<file path="config.mk">
export PLATFORM = sky130hd
export DESIGN_NAME = fuzzy_subsequence_scorer_unit
export DESIGN_NICKNAME = d
export VERILOG_FILES = /design/src/rtl/fss_pkg.sv /design/src/rtl/fuzzy_subsequence_scorer_unit.sv /design/src/rtl/fss_cfg_regs.sv /design/src/rtl/fss_match_core.sv
export SDC_FILE = /design/constraint.sdc
export NUM_CORES = 1
export LEC_CHECK = 0
export BUFFER_PORTS_ARGS = -buffer_cell sky130_fd_sc_hd__buf_2
export CAP_MARGIN = 20
export CORE_MARGIN = 2
export CORE_UTILIZATION = 40
export DETAILED_ROUTE_END_ITERATION = 6
export PLACE_DENSITY_LB_ADDON = 0.3
export SLEW_MARGIN = 0
export SYNTH_ARGS = -nofsm -noshare
export SYNTH_HDL_FRONTEND = slang
export SYNTH_SLANG_ARGS = --single-unit
</file>
<file path="constraint.sdc">
create_clock -name clk_i -period 5.3 [get_ports clk_i]
set_input_delay 0.795 -clock clk_i [delete_from_list [all_inputs] [get_ports clk_i]]
set_output_delay 0.795 -clock clk_i [all_outputs]
set_load 0.05 [all_outputs]
</file>
<file path="src/rtl/fss_pkg.sv">
// fss_pkg: shared types, constants and helper functions of the fuzzy
// subsequence scorer. No dependencies.
package fss_pkg;

  localparam int unsigned MaxQueryLenDefault = 32;

  localparam int unsigned CharW     = 8;
  localparam int unsigned QposW     = 6;
  localparam int unsigned SumW      = 10;
  localparam int unsigned LenW      = 5;
  localparam int unsigned ScoreW    = 11;
  localparam int unsigned CfgIdxW   = 3;
  localparam int unsigned CfgDataW  = 64;
  localparam int unsigned BytesPerReg = CfgDataW / CharW;

  localparam logic [SumW-1:0]   BonusMatch = SumW'(10);
  localparam logic [SumW-1:0]   BonusRun   = SumW'(5);
  localparam logic [SumW-1:0]   BonusWord  = SumW'(8);
  localparam logic [LenW-1:0]   LenCap     = LenW'(20);
  localparam logic [ScoreW-1:0] ScoreMiss  = '1;   // -1

  localparam logic [CharW-1:0] ChHyphen = 8'h2D;
  localparam logic [CharW-1:0] ChUscore = 8'h5F;
  localparam logic [CharW-1:0] ChSpace  = 8'h20;
  localparam logic [CharW-1:0] ChUpperA = 8'h41;
  localparam logic [CharW-1:0] ChUpperZ = 8'h5A;
  localparam logic [CharW-1:0] CaseOfs  = 8'h20;

  typedef enum logic [CfgIdxW-1:0] {
    REG_QUERY_LEN     = 3'd0,
    REG_QUERY_BYTES_0 = 3'd1,
    REG_QUERY_BYTES_1 = 3'd2,
    REG_QUERY_BYTES_2 = 3'd3,
    REG_QUERY_BYTES_3 = 3'd4
  } cfg_reg_e;

  typedef struct packed {
    logic [CharW-1:0] text_char;
    logic             empty_text;
    logic             last_char;
  } item_t;

  typedef struct packed {
    logic signed [ScoreW-1:0] score;
    logic                     matched;
  } result_t;

  // ASCII A-Z folded to lower case, everything else unchanged
  function automatic logic [CharW-1:0] fold_case(input logic [CharW-1:0] c);
    logic [CharW-1:0] r;
    r = c;
    if (c >= ChUpperA && c <= ChUpperZ) begin
      r = c + CaseOfs;
    end
    return r;
  endfunction

  function automatic logic is_boundary(input logic [CharW-1:0] c);
    return (c == ChHyphen) || (c == ChUscore) || (c == ChSpace);
  endfunction

endpackage

</file>
<file path="src/rtl/fuzzy_subsequence_scorer_unit.sv">
// Fuzzy subsequence scorer, top level: input register, match core,
// result register. Depends on fss_pkg, fss_cfg_regs, fss_match_core.
// A result is loaded into the result register when the final (or empty-text)
// byte leaves the input register. Throughput: one byte per cycle; a final byte
// only waits while the receiver still holds the previous result.
// Reset (rst_ni, async, active low) clears query registers, match state
// and both valid flags; the block is usable on the first cycle after it.
module fuzzy_subsequence_scorer_unit #(
  parameter int unsigned MAX_QUERY_LEN = fss_pkg::MaxQueryLenDefault
) (
  input  logic                          clk_i,
  input  logic                          rst_ni,
  // text bytes in
  input  logic                          s_axis_tvalid,
  output logic                          s_axis_tready,
  input  logic [7:0]                    s_axis_tdata,   // [7:0] text_char
  input  logic                          s_axis_tlast,   // last_char
  input  logic                          s_axis_tuser,   // empty_text
  // scores out
  output logic                          m_axis_tvalid,
  input  logic                          m_axis_tready,
  output logic [15:0]                   m_axis_tdata,   // [10:0] score, rest zero
  output logic                          m_axis_tuser,   // matched
  // configuration writes
  input  logic                          cfg_valid_i,
  output logic                          cfg_ready_o,
  input  logic [fss_pkg::CfgIdxW-1:0]   cfg_index_i,
  input  logic [fss_pkg::CfgDataW-1:0]  cfg_data_i
);
  import fss_pkg::*;

  logic [QposW-1:0]                    query_len;
  logic [MAX_QUERY_LEN-1:0][CharW-1:0] query_bytes;

  // Configuration is always taken; writes to unknown indexes are dropped
  assign cfg_ready_o = 1'b1;

  fss_cfg_regs #(
    .MAX_QUERY_LEN (MAX_QUERY_LEN)
  ) u_cfg (
    .clk_i         (clk_i),
    .rst_ni        (rst_ni),
    .wr_en_i       (cfg_valid_i),
    .wr_idx_i      (cfg_index_i),
    .wr_data_i     (cfg_data_i),
    .query_len_o   (query_len),
    .query_bytes_o (query_bytes)
  );

  // Input register stage
  logic    in_valid_q;
  item_t   in_item_q;
  logic    out_valid_q;
  result_t out_q;
  result_t core_res;
  logic    out_free, emit, advance;

  assign out_free = !out_valid_q || m_axis_tready;
  assign emit     = in_item_q.empty_text || in_item_q.last_char;
  // A byte that produces no result never waits for the output side
  assign advance  = in_valid_q && (!emit || out_free);
  assign s_axis_tready = !in_valid_q || advance;

  always_ff @(posedge clk_i or negedge rst_ni) begin
    if (!rst_ni) begin
      in_valid_q <= 1'b0;
    end else if (s_axis_tready) begin
      in_valid_q <= s_axis_tvalid;
    end
  end

  always_ff @(posedge clk_i) begin
    if (s_axis_tready && s_axis_tvalid) begin
      in_item_q.text_char  <= s_axis_tdata;
      in_item_q.empty_text <= s_axis_tuser;
      in_item_q.last_char  <= s_axis_tlast;
    end
  end

  fss_match_core #(
    .MAX_QUERY_LEN (MAX_QUERY_LEN)
  ) u_core (
    .clk_i         (clk_i),
    .rst_ni        (rst_ni),
    .step_i        (advance),
    .item_i        (in_item_q),
    .query_len_i   (query_len),
    .query_bytes_i (query_bytes),
    .result_o      (core_res)
  );

  // Result register: loads as soon as the old result is taken
  always_ff @(posedge clk_i or negedge rst_ni) begin
    if (!rst_ni) begin
      out_valid_q <= 1'b0;
    end else if (advance && emit) begin
      out_valid_q <= 1'b1;
    end else if (m_axis_tready) begin
      out_valid_q <= 1'b0;
    end
  end

  always_ff @(posedge clk_i) begin
    if (advance && emit) begin
      out_q <= core_res;
    end
  end

  assign m_axis_tvalid = out_valid_q;
  assign m_axis_tdata  = {5'b0, out_q.score};
  assign m_axis_tuser  = out_q.matched;

endmodule

</file>
<file path="src/rtl/fss_cfg_regs.sv">
// fss_cfg_regs: query length and query byte registers, written through
// the configuration channel. Depends on fss_pkg.
module fss_cfg_regs #(
  parameter int unsigned MAX_QUERY_LEN = fss_pkg::MaxQueryLenDefault
) (
  input  logic                                   clk_i,
  input  logic                                   rst_ni,
  input  logic                                   wr_en_i,
  input  logic [fss_pkg::CfgIdxW-1:0]            wr_idx_i,
  input  logic [fss_pkg::CfgDataW-1:0]           wr_data_i,
  output logic [fss_pkg::QposW-1:0]              query_len_o,
  output logic [MAX_QUERY_LEN-1:0][fss_pkg::CharW-1:0] query_bytes_o
);
  import fss_pkg::*;

  logic [QposW-1:0] query_len_q;
  logic [MAX_QUERY_LEN-1:0][CharW-1:0] query_bytes_q;

  always_ff @(posedge clk_i or negedge rst_ni) begin
    if (!rst_ni) begin
      query_len_q <= '0;
    end else if (wr_en_i && (wr_idx_i == REG_QUERY_LEN)) begin
      query_len_q <= wr_data_i[QposW-1:0];
    end
  end

  // Only the bytes the block can ever use are kept
  for (genvar j = 0; j < MAX_QUERY_LEN; j++) begin : g_byte
    localparam int unsigned RegOfs = j / BytesPerReg;
    localparam int unsigned ByteOfs = j % BytesPerReg;
    logic hit;
    assign hit = wr_en_i &&
                 (wr_idx_i == CfgIdxW'(int'(REG_QUERY_BYTES_0) + RegOfs));
    always_ff @(posedge clk_i or negedge rst_ni) begin
      if (!rst_ni) begin
        query_bytes_q[j] <= '0;
      end else if (hit) begin
        query_bytes_q[j] <= wr_data_i[ByteOfs*CharW +: CharW];
      end
    end
  end

  assign query_len_o   = query_len_q;
  assign query_bytes_o = query_bytes_q;

endmodule

</file>
<file path="src/rtl/fss_match_core.sv">
// fss_match_core: per-text match state and the single-pass update that
// scores one text byte. Depends on fss_pkg.
module fss_match_core #(
  parameter int unsigned MAX_QUERY_LEN = fss_pkg::MaxQueryLenDefault
) (
  input  logic                                   clk_i,
  input  logic                                   rst_ni,
  input  logic                                   step_i,
  input  fss_pkg::item_t                         item_i,
  input  logic [fss_pkg::QposW-1:0]              query_len_i,
  input  logic [MAX_QUERY_LEN-1:0][fss_pkg::CharW-1:0] query_bytes_i,
  output fss_pkg::result_t                       result_o
);
  import fss_pkg::*;

  localparam int unsigned QidxW = (MAX_QUERY_LEN > 1) ? $clog2(MAX_QUERY_LEN) : 1;

  logic [QposW-1:0] qpos_q, qpos_d;
  logic             prev_q, prev_d;
  logic             bound_q, bound_d;
  logic [SumW-1:0]  sum_q, sum_d;
  logic [LenW-1:0]  len_q, len_d;

  logic [QposW-1:0] n_act;
  logic             active, hit, finish;
  logic [SumW-1:0]  add;
  logic [CharW-1:0] qchar;

  always_comb begin
    n_act = (query_len_i > QposW'(MAX_QUERY_LEN)) ? QposW'(MAX_QUERY_LEN) : query_len_i;
    active = qpos_q < n_act;
    qchar  = query_bytes_i[qpos_q[QidxW-1:0]];
    hit    = active && (fold_case(qchar) == fold_case(item_i.text_char));

    add = BonusMatch;
    if (prev_q)  add = add + BonusRun;
    if (bound_q) add = add + BonusWord;

    sum_d   = hit ? (sum_q + add) : sum_q;
    qpos_d  = qpos_q + QposW'(hit);
    prev_d  = active ? hit : prev_q;
    bound_d = is_boundary(item_i.text_char);
    len_d   = (len_q < LenCap) ? (len_q + LenW'(1)) : len_q;

    finish = item_i.empty_text || item_i.last_char;

    // Result as seen after this byte; an empty text scores a cleared state
    if (n_act == '0) begin
      result_o.score   = '0;
      result_o.matched = 1'b1;
    end else if (item_i.empty_text || (qpos_d < n_act)) begin
      result_o.score   = ScoreMiss;
      result_o.matched = 1'b0;
    end else begin
      result_o.score   = ScoreW'({1'b0, sum_d}) +
                         (ScoreW'(LenCap) - ScoreW'(len_d));
      result_o.matched = 1'b1;
    end
  end

  always_ff @(posedge clk_i or negedge rst_ni) begin
    if (!rst_ni) begin
      qpos_q  <= '0;
      prev_q  <= 1'b0;
      bound_q <= 1'b1;
      sum_q   <= '0;
      len_q   <= '0;
    end else if (step_i) begin
      if (finish) begin
        qpos_q  <= '0;
        prev_q  <= 1'b0;
        bound_q <= 1'b1;
        sum_q   <= '0;
        len_q   <= '0;
      end else begin
        qpos_q  <= qpos_d;
        prev_q  <= prev_d;
        bound_q <= bound_d;
        sum_q   <= sum_d;
        len_q   <= len_d;
      end
    end
  end

endmodule
</file>
==> metrics.txt <==
Leak a little under 8 nW; Vias/cell between 5 and 6; routed wire length per instance around 20 µm; Initial DRT Pass Iterations 4; DIE AREA roughly 40000 µm²; detailed-route via count about 9500; Crit Path Category reg -> reg; fin crit share 99.7%; clock power share a little under two fifths; Rows 71; chip height 199 µm; GPL Wtd Cong 0.803; final WL roughly 36 mm; synth top area cells dfrtp_1 (47%), mux2_2 (20%), mux4_2 (6.6%); Seq/Total Area, Yosys 51.4%; Die X between 150 and 200 µm; CP max stage cell mux4_2; CTS tree built; final setup violating endpoints 0; async set-reset flop share out of synthesis roughly 93%; DR DRC count 0; I/O pin cnt between 100 and 150; Worst-Margin Slew 1070 ps; CTS buffer count 36; Final Skew 18.4 ps; dominant delay contributor by cell family on the critical path compound AO/OA/AOI/OAI gates; core box area approximately 38000 µm²; Seq pwr share between 40 and 50%; hpwl dp 24.4 mm; Syn Inst Count approximately 1100; CP max stage delay ~500 ps; Initial DRC Count between 400 and 500; Slew headroom 28.7%; latest clock arrival within the worst-skew pair between 500 and 600 ps; Worst Path Arrival ~5600 ps; most frequent cell after synthesis dfrtp_1; wire length of the first global-routing pass a little under 60 mm; NetSw roughly 0.0018 W; pwr dens between 300 and 400 nW/µm²; cell mode on critical path a21o_1; CTS root buf clkbuf_16; input/output buffers 95; Mapped Area about 15000 µm²; nets ~1400; area leader, netlist dfrtp_1; CTS Hold Bufs 0; initial core utilization between 40 and 50%; Sw Ratio 26.0%; Synth warnings 0; Top FF cell, synth dfrtp_1; layout cells sized above 1 between 40% and 50%; sum of negative setup slack 0 ps; final core occ around 50%; CTS H-tree lvls 2; f_max about 190 MHz; Syn Area/Cell ~14 µm²; Worst IR Drop VDD roughly 0.27 mV; GRT Util Overall around a fifth; max_cap viols 0; Post-synth EDFFs 22; CP cell instances buf_12 -> mux4_2 -> mux4_2 -> mux2i_2 -> buf_4 -> inv_2 -> ha_4 -> buf_4 -> a2111o_1 -> nand3_2 -> nand3_4 -> buf_6 -> inv_1 -> ha_2 -> or3b_2 -> a21o_1 -> a21o_1 -> a21o_1 -> a21o_1 -> a21oi_2 -> nor2_4 -> or2_2; combinational share of power ~17%; # clock sinks 309; pin count of the biggest net entering global routing approximately 110; number of global-route vias before repair 9958; synth-to-layout area growth 19.9%; Synth top area share a little under half; status complete, no violations; CP Data Required Time 5580 ps; Unique masters post-synth between 60 and 70; RSZ-0062 raised after global routing true; fill count ~3300; gr ovfl total 0; HP Class in -> async; Slew Limit Fails 0; Crit Path Max Fanout 8; post-detailed-route count of antenna-violating nets 0; WP buf/inv 6; CP Capture Type flop; buffer depth of the longest clock path 3; clock-pin slew on the worst setup and hold paths roughly 60 ps; Worst setup SP type flop; Pint between 0.005 and 0.006 W; antenna violations before repair 5; final hold violation count 0; Commonest cells post-synth dfrtp_1 (286), mux2_2 (276), mux4_2 (45); Final min period approximately 5300 ps; Synth Register Bits a little over 300
==> worst register-to-register path: stages (launching register included) <==
cell      delay [ps]
dfrtp_2          420
buf_12           150
mux4_2           500
mux4_2           480
mux2i_2          150
buf_4            160
inv_2             50
ha_4             210
buf_4            120
a2111o_1         390
nand3_2          100
nand3_4          130
buf_6            150
inv_1             60
ha_2             270
or3b_2           440
a21o_1           190
a21o_1           170
a21o_1           180
a21o_1           180
a21oi_2          180
nor2_4            70
or2_2            270
==> per-layer routing <==
metal | up-vias | global-route usage, % | share of wire [%]
li1 | 4383 | - | -
met1 | 4948 | 26.6 | 47
met2 | 167 | 29.8 | 46
met3 | 43 | 3.78 | 5.2
met4 | 2 | 3.95 | 1.5
met5 | - | 0 | 0.031
==> power groups by stage <==
stage / sequential (W) / clock, W / combinational [W]
3_3_place_gp: 0.00313 / 0 / 0.00114
4_1_cts: 0.00311 / 0.00270 / 0.00118
6_report: 0.00311 / 0.00263 / 0.00121
5_1_grt: 0.00317 / 0.00280 / 0.00133
2_1_floorplan: 0.00308 / 0 / 0.000815
3_5_place_dp: 0.00314 / 0 / 0.00117
==> kinds of logic after synthesis <==
group                    count (synthesis)  synth area share (%)
flip-flops                             309                  51.4
AO/OA/AOI/OAI                          125                  5.48
adder cells (fa/ha/maj)                 33                  2.74
buffers and inverters                   91                  2.78
XOR/XNOR                                29                  1.66
multiplexers                           373                  31.3
AND/OR/NAND/NOR                        134                  4.56
other                                    2                0.0492
==> registers in the layout, summed over array words and instances (netlist names) <==
register / flops
in_item_q: 10
m_axis_tuser: 1
in_valid_q: 1
m_axis_tdata: 11
u_cfg.query_bytes_o: 256
u_core.prev_q: 1
u_core.len_q: 5
m_axis_tvalid: 1
u_core.sum_q: 10
u_cfg.query_len_o: 6
u_core.qpos_q: 6
u_core.bound_q: 1
==> worst paths after layout <==
check | start | to | slack, ps | depth (start not counted)
worst max-delay path | u_core.qpos_q[0]$_DFFE_PN0P_ | m_axis_tuser$_SDFFCE_PN1P_ | 10 | 22
max in group asynchronous | rst_ni | u_core.qpos_q[1]$_DFFE_PN0P_ | 3770 | 2
min in group clk_i | s_axis_tdata[7] | in_item_q[9]$_DFFE_PP_ | 440 | 1
worst min register to register | u_cfg.query_bytes_o[144]$_DFFE_PN0P_ | u_cfg.query_bytes_o[144]$_DFFE_PN0P_ | 500 | 1
worst min-delay path | rst_ni | u_cfg.query_bytes_o[143]$_DFFE_PN0P_ | 320 | 1
worst max register to register | u_core.qpos_q[0]$_DFFE_PN0P_ | m_axis_tuser$_SDFFCE_PN1P_ | 10 | 22
==> what timing repair did <==
item,in CTS,in global routing
gates cloned,0,1
gates resized for setup,10,37
endpoints found under the setup margin,11,12
setup buffers,3,8
pin swaps,2,19
==> final cells by class <==
class	instances	area [µm²]	area share [%]
sequential	309	7850	42.9
multi-input combinational	700	7180	39.3
timing repair buffer	177	1250	6.82
clock buffer	50	1040	5.71
tap	511	639	3.49
clock inverter	16	224	1.22
inverter	27	101	0.554
antenna	3	7.51	0.0410
==> cell usage in the layout, fill, tap and decap left out, drive strengths merged, types with 6 or more instances in the layout <==
| cell | count |
|---|---|
| conb | 6 |
| a21oi | 29 |
| nor2 | 27 |
| buf | 176 |
| clkinv | 7 |
| nand3 | 13 |
| nor3 | 8 |
| dfrtp | 286 |
| nand2b | 8 |
| nand2 | 39 |
| o21ai | 27 |
| xnor2 | 16 |
| o22ai | 8 |
| mux2i | 44 |
| ha | 31 |
| nor2b | 9 |
| clkbuf | 51 |
| a31oi | 6 |
| a21o | 14 |
| inv | 30 |
| nand4 | 6 |
| mux4 | 53 |
| xor2 | 13 |
| a22o | 11 |
| mux2 | 276 |
| edfxtp | 22 |
==> per-stage QoR <==
step | worst slack [ps] | area, µm² | std cells | hold slack (ps) | power (W)
detailed placement | -138 | 16700 | 1710 | 490 | 0.00431
CTS | -38.3 | 18000 | 1779 | 351 | 0.00699
global route | -206 | 18300 | 1791 | 382 | 0.00729
global placement | -134 | 16700 | 1710 | 482 | 0.00427
finish | 14.7 | 18300 | 1793 | 315 | 0.00696
floorplan | 7.22 | 15300 | 1100 | 465 | 0.00390
No activity file was read; power rests on OpenSTA's default activity.
